`config.mk`:
```
export PLATFORM = sky130hd
export DESIGN_NAME = three_channel_note_sequencer_unit_flat
export DESIGN_NICKNAME = d
export VERILOG_FILES = /design/src/hw/rtl/tcns_pkg.sv /design/src/hw/rtl/tcns_stream_if.sv /design/src/hw/rtl/tcns_step.sv /design/src/hw/rtl/tcns_out_stage.sv /design/src/hw/rtl/three_channel_note_sequencer_unit.sv /design/src/flat_wrapper.sv
export SDC_FILE = /design/constraint.sdc
export NUM_CORES = 1
export LEC_CHECK = 0
export BUFFER_PORTS_ARGS = -buffer_cell sky130_fd_sc_hd__buf_2
export CAP_MARGIN = 40
export CORE_MARGIN = 5
export CORE_UTILIZATION = 50
export DETAILED_ROUTE_END_ITERATION = 8
export GPL_ROUTABILITY_DRIVEN = 0
export PLACE_DENSITY_LB_ADDON = 0.3
export SLEW_MARGIN = 25
export SYNTH_ARGS = -nofsm -noshare
export SYNTH_HDL_FRONTEND = slang
export SYNTH_SLANG_ARGS = --single-unit
```
`constraint.sdc`:
```
create_clock -name clk_i -period 9.24 [get_ports clk_i]
set_input_delay 2.772 -clock clk_i [delete_from_list [all_inputs] [get_ports clk_i]]
set_output_delay 2.772 -clock clk_i [all_outputs]
set_load 0.1 [all_outputs]
```
`src/hw/rtl/tcns_pkg.sv`:
```
// Shared types, codes and the note period table of the note sequencer.
// No dependencies; used by every file of the block but tcns_stream_if.
`default_nettype none

package tcns_pkg;

  localparam int unsigned MAX_CH = 3;
  localparam int unsigned CH_W   = 2;

  localparam logic [1:0] REQ_START = 2'd0;
  localparam logic [1:0] REQ_STOP  = 2'd1;
  localparam logic [1:0] REQ_TICK  = 2'd2;
  localparam logic [1:0] REQ_BYTE  = 2'd3;

  localparam logic [1:0] KIND_FETCH   = 2'd0;
  localparam logic [1:0] KIND_FRAME   = 2'd1;
  localparam logic [1:0] KIND_RESTART = 2'd2;
  localparam logic [1:0] KIND_NONE    = 2'd3;

  localparam logic [7:0] META_NOTE_BIT = 8'h80;
  localparam logic [2:0] DUR_RESTART   = 3'd0;
  localparam logic [2:0] DUR_EXTENDED  = 3'd7;

  typedef enum logic [3:0] {
    PH_IDLE = 4'b0001,
    PH_META = 4'b0010,
    PH_NOTE = 4'b0100,
    PH_DUR  = 4'b1000
  } phase_e;

  typedef struct packed {
    logic [MAX_CH-1:0][7:0]  countdown;
    logic [MAX_CH-1:0][11:0] shadow_period;
    logic [MAX_CH-1:0][3:0]  shadow_level;
    logic [5:0]              shadow_mixer;
    logic [MAX_CH-1:0][11:0] shown_period;
    logic [MAX_CH-1:0][3:0]  shown_level;
    logic [5:0]              shown_mixer;
    logic [MAX_CH-1:0]       pending_mask;
    phase_e                  byte_phase;
    logic [CH_W-1:0]         serving_channel;
    logic [7:0]              held_meta;
    logic                    playing;
  } state_t;

  typedef struct packed {
    logic [1:0] req_type;
    logic [7:0] song_byte;
  } req_t;

  typedef struct packed {
    logic [1:0]  result_kind;
    logic [1:0]  fetch_channel;
    logic [11:0] period_a;
    logic [11:0] period_b;
    logic [11:0] period_c;
    logic [3:0]  level_a;
    logic [3:0]  level_b;
    logic [3:0]  level_c;
    logic [5:0]  mixer_bits;
  } res_t;

  localparam logic [11:0] PERIOD_ROM [128] = '{
    12'hFFF, 12'hFFF, 12'hFFF, 12'hFFF, 12'hFFF, 12'hFFF, 12'hFFF, 12'hFFF,
    12'hFFF, 12'hFFF, 12'hFFF, 12'hFFF, 12'hFFF, 12'hFFF, 12'hFFF, 12'hFFF,
    12'hFFF, 12'hFFF, 12'hFFF, 12'hFFF, 12'hFFF, 12'hFE4, 12'hEFF, 12'hE28,
    12'hD5C, 12'hC9D, 12'hBE7, 12'hB3C, 12'hA9B, 12'hA02, 12'h973, 12'h8EB,
    12'h86B, 12'h7F2, 12'h780, 12'h714, 12'h6AE, 12'h64E, 12'h5F4, 12'h59E,
    12'h54D, 12'h501, 12'h4B9, 12'h475, 12'h435, 12'h3F9, 12'h3C0, 12'h38A,
    12'h357, 12'h327, 12'h2FA, 12'h2CF, 12'h2A7, 12'h281, 12'h25D, 12'h23B,
    12'h21B, 12'h1FC, 12'h1E0, 12'h1C5, 12'h1AC, 12'h194, 12'h17D, 12'h168,
    12'h153, 12'h140, 12'h12E, 12'h11D, 12'h10D, 12'h0FE, 12'h0F0, 12'h0E2,
    12'h0D6, 12'h0CA, 12'h0BE, 12'h0B4, 12'h0AA, 12'h0A0, 12'h097, 12'h08F,
    12'h087, 12'h07F, 12'h078, 12'h071, 12'h06B, 12'h065, 12'h05F, 12'h05A,
    12'h055, 12'h050, 12'h04C, 12'h047, 12'h043, 12'h040, 12'h03C, 12'h039,
    12'h035, 12'h032, 12'h030, 12'h02D, 12'h02A, 12'h028, 12'h026, 12'h024,
    12'h022, 12'h020, 12'h01E, 12'h01C, 12'h01B, 12'h019, 12'h018, 12'h016,
    12'h015, 12'h014, 12'h013, 12'h012, 12'h011, 12'h010, 12'h00F, 12'h00E,
    12'h00D, 12'h00D, 12'h00C, 12'h00B, 12'h00B, 12'h00A, 12'h009, 12'h009
  };

endpackage

`default_nettype wire

```
`src/hw/rtl/tcns_stream_if.sv`:
```
// Valid/ready stream interface carrying one item of a given payload type.
// No dependencies.
`default_nettype none

interface tcns_stream_if #(
  parameter type payload_t = logic
);
  logic     valid;
  logic     ready;
  payload_t payload;

  modport source (output valid, output payload, input ready);
  modport sink   (input valid, input payload, output ready);
endinterface

`default_nettype wire

```
`src/hw/rtl/tcns_step.sv`:
```
// Next-state and result logic for one request item of the note sequencer.
// Depends on tcns_pkg.
`default_nettype none

module tcns_step #(
  parameter int unsigned NUM_CHANNELS = 3
) (
  input  tcns_pkg::state_t state_i,
  input  logic [1:0]       req_type_i,
  input  logic [7:0]       song_byte_i,
  output tcns_pkg::state_t state_o,
  output tcns_pkg::res_t   result_o
);

  function automatic tcns_pkg::state_t clear_song(tcns_pkg::state_t s);
    tcns_pkg::state_t r;
    r = s;
    for (int i = 0; i < tcns_pkg::MAX_CH; i++) begin
      r.countdown[i]     = 8'd1;
      r.shadow_period[i] = '0;
      r.shadow_level[i]  = '0;
    end
    r.shadow_mixer    = '0;
    r.pending_mask    = '0;
    r.byte_phase      = tcns_pkg::PH_IDLE;
    r.serving_channel = '0;
    r.held_meta       = '0;
    return r;
  endfunction

  tcns_pkg::state_t              n;
  logic [1:0]                    kind;
  logic [tcns_pkg::CH_W-1:0]     chan;
  logic [tcns_pkg::CH_W-1:0]     ch;
  logic [2:0]                    noise_idx;
  logic [tcns_pkg::MAX_CH-1:0]   pm;
  logic [7:0]                    meta;
  logic [2:0]                    dur;
  logic                          do_apply;
  logic                          do_finish;
  logic                          do_next;
  logic                          found;
  logic [tcns_pkg::CH_W-1:0]     sel;

  assign ch        = state_i.serving_channel;
  assign noise_idx = {1'b0, ch} + 3'd3;

  always_comb begin
    n         = state_i;
    kind      = tcns_pkg::KIND_NONE;
    chan      = '0;
    pm        = '0;
    meta      = state_i.held_meta;
    dur       = '0;
    do_apply  = 1'b0;
    do_finish = 1'b0;
    do_next   = 1'b0;
    found     = 1'b0;
    sel       = '0;

    case (req_type_i) inside
      tcns_pkg::REQ_START, tcns_pkg::REQ_STOP: begin
        n         = clear_song(state_i);
        n.playing = (req_type_i == tcns_pkg::REQ_START);
      end
      tcns_pkg::REQ_TICK: begin
        if (!state_i.playing) begin
          kind = tcns_pkg::KIND_NONE;
        end else if (state_i.byte_phase != tcns_pkg::PH_IDLE) begin
          kind = tcns_pkg::KIND_FETCH;
          chan = ch;
        end else begin
          for (int i = 0; i < tcns_pkg::MAX_CH; i++) begin
            if (i < NUM_CHANNELS) begin
              n.countdown[i] = state_i.countdown[i] - 8'd1;
              pm[i]          = (n.countdown[i] == 8'd0);
            end
          end
          n.pending_mask = pm;
          do_next        = 1'b1;
        end
      end
      default: begin
        if (state_i.byte_phase == tcns_pkg::PH_IDLE ||
            ch >= tcns_pkg::CH_W'(tcns_pkg::MAX_CH)) begin
          kind = tcns_pkg::KIND_NONE;
        end else begin
          unique case (state_i.byte_phase)
            tcns_pkg::PH_META: begin
              n.held_meta = song_byte_i;
              meta        = song_byte_i;
              if ((song_byte_i & tcns_pkg::META_NOTE_BIT) != 8'd0) begin
                n.byte_phase = tcns_pkg::PH_NOTE;
                kind         = tcns_pkg::KIND_FETCH;
                chan         = ch;
              end else begin
                do_apply = 1'b1;
              end
            end
            tcns_pkg::PH_NOTE: begin
              if (song_byte_i != 8'd0) begin
                n.shadow_period[ch]       = tcns_pkg::PERIOD_ROM[song_byte_i[6:0]];
                n.shadow_mixer[ch]        = 1'b0;
                n.shadow_mixer[noise_idx] = 1'b1;
              end else begin
                n.shadow_mixer[ch]        = 1'b1;
                n.shadow_mixer[noise_idx] = 1'b0;
              end
              do_apply = 1'b1;
            end
            tcns_pkg::PH_DUR: begin
              n.countdown[ch] = song_byte_i;
              do_finish       = 1'b1;
            end
            default: begin
              kind = tcns_pkg::KIND_NONE;
            end
          endcase
        end
      end
    endcase

    if (do_apply) begin
      n.shadow_level[ch] = meta[3:0];
      dur                = meta[6:4];
      if (dur == tcns_pkg::DUR_RESTART) begin
        n    = clear_song(n);
        kind = tcns_pkg::KIND_RESTART;
      end else if (dur == tcns_pkg::DUR_EXTENDED) begin
        n.byte_phase = tcns_pkg::PH_DUR;
        kind         = tcns_pkg::KIND_FETCH;
        chan         = ch;
      end else begin
        n.countdown[ch] = {5'd0, dur};
        do_finish       = 1'b1;
      end
    end

    if (do_finish) begin
      n.pending_mask[ch] = 1'b0;
      do_next            = 1'b1;
    end

    if (do_next) begin
      for (int i = tcns_pkg::MAX_CH - 1; i >= 0; i--) begin
        if (n.pending_mask[i] && i < NUM_CHANNELS) begin
          found = 1'b1;
          sel   = tcns_pkg::CH_W'(i);
        end
      end
      if (found) begin
        n.serving_channel = sel;
        n.byte_phase      = tcns_pkg::PH_META;
        kind              = tcns_pkg::KIND_FETCH;
        chan              = sel;
      end else begin
        n.pending_mask = '0;
        n.shown_period = n.shadow_period;
        n.shown_level  = n.shadow_level;
        n.shown_mixer  = n.shadow_mixer;
        n.byte_phase   = tcns_pkg::PH_IDLE;
        kind           = tcns_pkg::KIND_FRAME;
      end
    end
  end

  assign state_o = n;

  always_comb begin
    result_o.result_kind   = kind;
    result_o.fetch_channel = (kind == tcns_pkg::KIND_FETCH) ? chan : 2'd0;
    result_o.period_a      = n.shown_period[0];
    result_o.period_b      = n.shown_period[1];
    result_o.period_c      = n.shown_period[2];
    result_o.level_a       = n.shown_level[0];
    result_o.level_b       = n.shown_level[1];
    result_o.level_c       = n.shown_level[2];
    result_o.mixer_bits    = n.shown_mixer;
  end

endmodule

`default_nettype wire

```
`src/hw/rtl/tcns_out_stage.sv`:
```
// Result register of the note sequencer: holds one result item until taken.
// Depends on tcns_pkg and tcns_stream_if.
`default_nettype none

module tcns_out_stage (
  input  logic           clk_i,
  input  logic           rst_ni,
  input  logic           load_i,
  input  tcns_pkg::res_t data_i,
  output logic           ready_o,
  tcns_stream_if.source  res_o
);

  logic           valid_q;
  logic           valid_d;
  tcns_pkg::res_t data_q;

  // a new item may enter if empty or if the held one leaves in the same cycle
  assign ready_o = !valid_q || res_o.ready;
  assign valid_d = load_i || (valid_q && !res_o.ready);

  always_ff @(posedge clk_i or negedge rst_ni) begin
    if (!rst_ni) begin
      valid_q <= 1'b0;
    end else begin
      valid_q <= valid_d;
    end
  end

  always_ff @(posedge clk_i) begin
    if (load_i) begin
      data_q <= data_i;
    end
  end

  assign res_o.valid   = valid_q;
  assign res_o.payload = data_q;

endmodule

`default_nettype wire

```
`src/hw/rtl/three_channel_note_sequencer_unit.sv`:
```
// Three-channel note sequencer: state registers, step logic, result register.
// Depends on tcns_pkg, tcns_stream_if, tcns_step and tcns_out_stage.
// A result is valid in the cycle after its item is accepted.
// Throughput: one item per cycle; the result register takes a new item in the
// cycle its held one is taken, so only a stalled output holds back the input.
// Reset: async active low; stopped, countdowns 1, idle, other state 0.
`default_nettype none

module three_channel_note_sequencer_unit #(
  parameter int unsigned NUM_CHANNELS = 3
) (
  input  logic          clk_i,
  input  logic          rst_ni,
  tcns_stream_if.sink   req_i,
  tcns_stream_if.source res_o
);

  tcns_pkg::state_t state_q;
  tcns_pkg::state_t state_d;
  tcns_pkg::state_t state_rst;
  tcns_pkg::res_t   result;
  logic             load;
  logic             ready;

  assign load        = req_i.valid && ready;
  assign req_i.ready = ready;

  always_comb begin
    state_rst            = '0;
    state_rst.byte_phase = tcns_pkg::PH_IDLE;
    for (int i = 0; i < tcns_pkg::MAX_CH; i++) begin
      state_rst.countdown[i] = 8'd1;
    end
  end

  tcns_step #(
    .NUM_CHANNELS (NUM_CHANNELS)
  ) u_step (
    .state_i     (state_q),
    .req_type_i  (req_i.payload.req_type),
    .song_byte_i (req_i.payload.song_byte),
    .state_o     (state_d),
    .result_o    (result)
  );

  always_ff @(posedge clk_i or negedge rst_ni) begin
    if (!rst_ni) begin
      state_q <= state_rst;
    end else if (load) begin
      state_q <= state_d;
    end
  end

  tcns_out_stage u_out (
    .clk_i   (clk_i),
    .rst_ni  (rst_ni),
    .load_i  (load),
    .data_i  (result),
    .ready_o (ready),
    .res_o   (res_o)
  );

  assert property (@(posedge clk_i) disable iff (!rst_ni)
    (state_q.byte_phase != tcns_pkg::PH_IDLE) |-> state_q.playing)
    else $error("fetch in progress while stopped");

  assert property (@(posedge clk_i) disable iff (!rst_ni)
    (state_q.byte_phase != tcns_pkg::PH_IDLE) |->
      (32'(state_q.serving_channel) < NUM_CHANNELS))
    else $error("serving a channel that does not exist");

  assert property (@(posedge clk_i) disable iff (!rst_ni)
    (load && (req_i.payload.req_type == tcns_pkg::REQ_START ||
              req_i.payload.req_type == tcns_pkg::REQ_STOP)) |=>
      (state_q.byte_phase == tcns_pkg::PH_IDLE && state_q.pending_mask == '0 &&
       res_o.valid && res_o.payload.result_kind == tcns_pkg::KIND_NONE))
    else $error("start or stop did not clear the song state");

  assert property (@(posedge clk_i) disable iff (!rst_ni)
    (load && req_i.payload.req_type == tcns_pkg::REQ_TICK && !state_q.playing) |=>
      (res_o.valid && res_o.payload.result_kind == tcns_pkg::KIND_NONE))
    else $error("tick while stopped was not ignored");

endmodule

`default_nettype wire

```
`src/flat_wrapper.sv`:
```
// flat-port wrapper written by rule: the top's interface ports become plain ports
module three_channel_note_sequencer_unit_flat import tcns_pkg::*;
#(
  parameter int unsigned NUM_CHANNELS = 3
)
  (clk_i, rst_ni, req_i_valid, req_i_payload, req_i_ready, res_o_valid, res_o_payload, res_o_ready);
  tcns_stream_if #(.payload_t(req_t)) req_i_i ();
  tcns_stream_if #(.payload_t(res_t)) res_o_i ();
  input  logic clk_i;
  input  logic rst_ni;
  input wire logic [$bits(req_i_i.valid)-1:0] req_i_valid;
  input wire logic [$bits(req_i_i.payload)-1:0] req_i_payload;
  output wire logic [$bits(req_i_i.ready)-1:0] req_i_ready;
  output wire logic [$bits(res_o_i.valid)-1:0] res_o_valid;
  output wire logic [$bits(res_o_i.payload)-1:0] res_o_payload;
  input wire logic [$bits(res_o_i.ready)-1:0] res_o_ready;
  assign req_i_i.valid = req_i_valid;
  assign req_i_i.payload = req_i_payload;
  assign req_i_ready = req_i_i.ready;
  assign res_o_valid = res_o_i.valid;
  assign res_o_payload = res_o_i.payload;
  assign res_o_i.ready = res_o_ready;
  three_channel_note_sequencer_unit #(.NUM_CHANNELS(NUM_CHANNELS)) u_core (.clk_i(clk_i), .rst_ni(rst_ni), .req_i(req_i_i), .res_o(res_o_i));
endmodule
```
==> impl_metrics.ini <==
[synthesis]
yosysWarnings = 0
synth_edf_count = 58
seq_area_frac_synth_pct = 45.8
ys_async_sr_fraction_pct = 72.1
synthMuxAreaShare_pct = 14.9
synth_top_family_by_area = compound AO/OA/AOI/OAI gates
synthDistinctLibCells = 76
ys.flop_type = dfrtp_1
synth-simple-area-share_pct = 14.9
ys_seq_elements = 208
syn_area_um2 = 12000
synth_fa_ha_area_share_pct = 2.19
syn_avg_cell_area_um2 = 9.96
postSynthCellCount = 1205
synth_fp_nets = 1240
synth_compound_area_share_pct = 17.6
synth_xor_area_share_pct = 0.803

[critical_path]
worstSetupEndpointType = output pin
critPathLaunchType = input pin
crit_required_ns = 6.47
crit_fanout = 3
arrival_ns = 3.43
crit_type = input pin to output pin

[sta]
slew_violations = 0
skew_ns = 0.00894
hold_viol = 0
setup_violations = 0
relSlewSlack_pct = 47.3
fin_crit_ns = 6.21
rsz0062_at_grt = no
fin_setup_tns_ns = 0
hold_ws_ns = 0.476
timing.fmax_mhz = 161
min_period_over_period_pct = 67.2
tightestPinTransition_ns = 0.791

[floorplanning]
pin_count = 74
start_util_pct = 51.0
rows = 56
core-area_um2 = 23500
chipHeight_um = 165
floorplan.die_area_um2 = 27200
die_w_um = 165

[layout]
layout_common_cells = dfrtp_1, nand2_1, o21ai_0
syn_to_final_growth_pct = 11.6
mostFrequentLayoutCell = dfrtp_1
drive_above_1_share_pct = 19.4
fin_nets = 1273
antenna_cells_inserted = 0

[worst_hold_path]
hold_class = flip-flop to flip-flop

[power]
switching_share_pct = 31.1
p_seq_share_pct = 42.2
p_leak_uw = 0.00589
vdd_ir_drop_max_mv = 0.136
p_int_uw = 1680
power_frac_comb_pct = 19.1
p_sw_uw = 759
clockPowerShare_pct = 38.8
powerDensity_nw_per_um2 = 182

[drt]
detail_route.iter0.violations = 1202
vias_per_cell = 6.15
drtPass1Iterations = 6
finalWirelength_um = 31100
wire_per_inst_um = 19.8
postRouteAntennaNets = 0
num_vias = 9687
drc = 0

[cts]
tritoncts = done
cts.sinks = 208
cts_setup_buffers = 0
cts_buffer_depth = 3
cts_max_level = 1
clkTransAtPathRegs_ns = 0.06
cts_buffers = 23
cts-hold-fix-buffers = 0
root_buffer = clkbuf_16
cts_resized = 0
insertion_delay_ns = 0.53

[global_routing]
track_usage_pct = 22.8
antenna_found_initial = 0
first_global_vias = 9236
grt_pass1_wl_um = 50000
grt_overflow = 0
grt_max_degree = 71

[job]
cap_violations = 0

[run_status]
status = finished, final reports clean

[place]
place_hpwl_um = 20500
portBuffers = 73
## sequential cells by signal (all words and copies together), names as in the netlist
signal	count
u_core.u_out.res_o.valid	1
u_core.state_q	149
u_core.u_out.res_o.payload	58
## worst max-delay path, stage by stage
cell and delay [ns]:
buf_2 0.07, nand2b_1 0.14, buf_2 0.44
## cell usage after synthesis, types with 10 or more instances
master    instances  share of area, %
nand2b_1         16              0.83
dfrtp_1         146                30
mux2i_1          19               1.6
inv_1            27              0.84
a211oi_1         13              0.81
mux2_2           85               8.0
nor2_1           89               2.8
a21oi_1          64               2.7
or3_1            13              0.68
o21ai_0          98               4.1
a31oi_1          10              0.52
edfxtp_1         58                15
nand3_1          43               1.8
o31ai_1          27               1.7
nand2_1         132               4.1
mux2_1           51               4.8
ha_1             21               2.2
nor3_1           26               1.1
nor2b_1          10              0.52
o211ai_1         10              0.63
clkbuf_1         64               2.0
## routing by layer
| metal | part of all wire (%) | up-vias | GRT usage (%) |
|---|---|---|---|
| met4 | 2.9 | 0 | 7.83 |
| met1 | 44 | 4686 | 31.7 |
| met5 | 0 | - | 0 |
| met2 | 47 | 408 | 36.5 |
| li1 | - | 4520 | - |
| met3 | 6.8 | 73 | 3.42 |
## cell type report
cell class | count | area [µm²]
clock inverter | 9 | 114
tap | 319 | 399
sequential | 208 | 5500
clock buffer | 33 | 663
multi-input combinational | 886 | 6050
inverter | 30 | 115
fill | 2057 | 10200
timing repair buffer | 89 | 547
## worst paths after layout
| path | from | to | slack [ns] | depth (start not counted) |
|---|---|---|---|---|
| setup / recovery | res_o_ready | req_i_ready | 3.03 | 3 |
| hold / removal | u_core.state_q[113]$_DFFE_PN0P_ | u_core.state_q[113]$_DFFE_PN0P_ | 0.48 | 2 |
| setup reg to reg | u_core.state_q[14]$_DFFE_PN0P_ | u_core.u_out.res_o.payload[33]$_DFFE_PP_ | 5.12 | 8 |
| hold reg to reg | u_core.state_q[113]$_DFFE_PN0P_ | u_core.state_q[113]$_DFFE_PN0P_ | 0.48 | 2 |
| max in group asynchronous | rst_ni | u_core.state_q[134]$_DFFE_PN1P_ | 5.84 | 4 |
| min in group asynchronous | rst_ni | u_core.state_q[114]$_DFFE_PN0P_ | 2.14 | 1 |
## logic make-up (layout without fill, tap and decap cells)
| family | Yosys count | after routing |
|---|---|---|
| XOR/XNOR | 11 | 11 |
| AND/OR/NAND/NOR | 375 | 375 |
| AO/OA/AOI/OAI | 321 | 321 |
| multiplexers | 158 | 158 |
| flip-flops | 208 | 208 |
| adder cells (fa/ha/maj) | 21 | 21 |
| buffers and inverters | 111 | 161 |
## power groups by stage
stage                     sequential (µW)  clock, µW  combinational (µW)
final                                1030        945                 465
after global routing                 1030       1000                 498
after CTS                            1030        961                 460
after detailed placement             1040          0                 458
after global placement               1040          0                 451
after floorplan                      1140          0                 246
## stage by stage
step                      power, µW  util, %  instances  setup slack, ns  area, µm²
final                          2440     56.9       1574             3.03      13400
after global placement         1490     53.2       1527             2.95      12500
after floorplan                1390        -       1205             2.72      12000
after detailed placement       1500     53.4       1530             2.86      12600
after CTS                      2450     56.7       1572             3.03      13400
after global routing           2530     56.9       1574             3.01      13400
No activity file was read; power rests on OpenSTA's default activity.
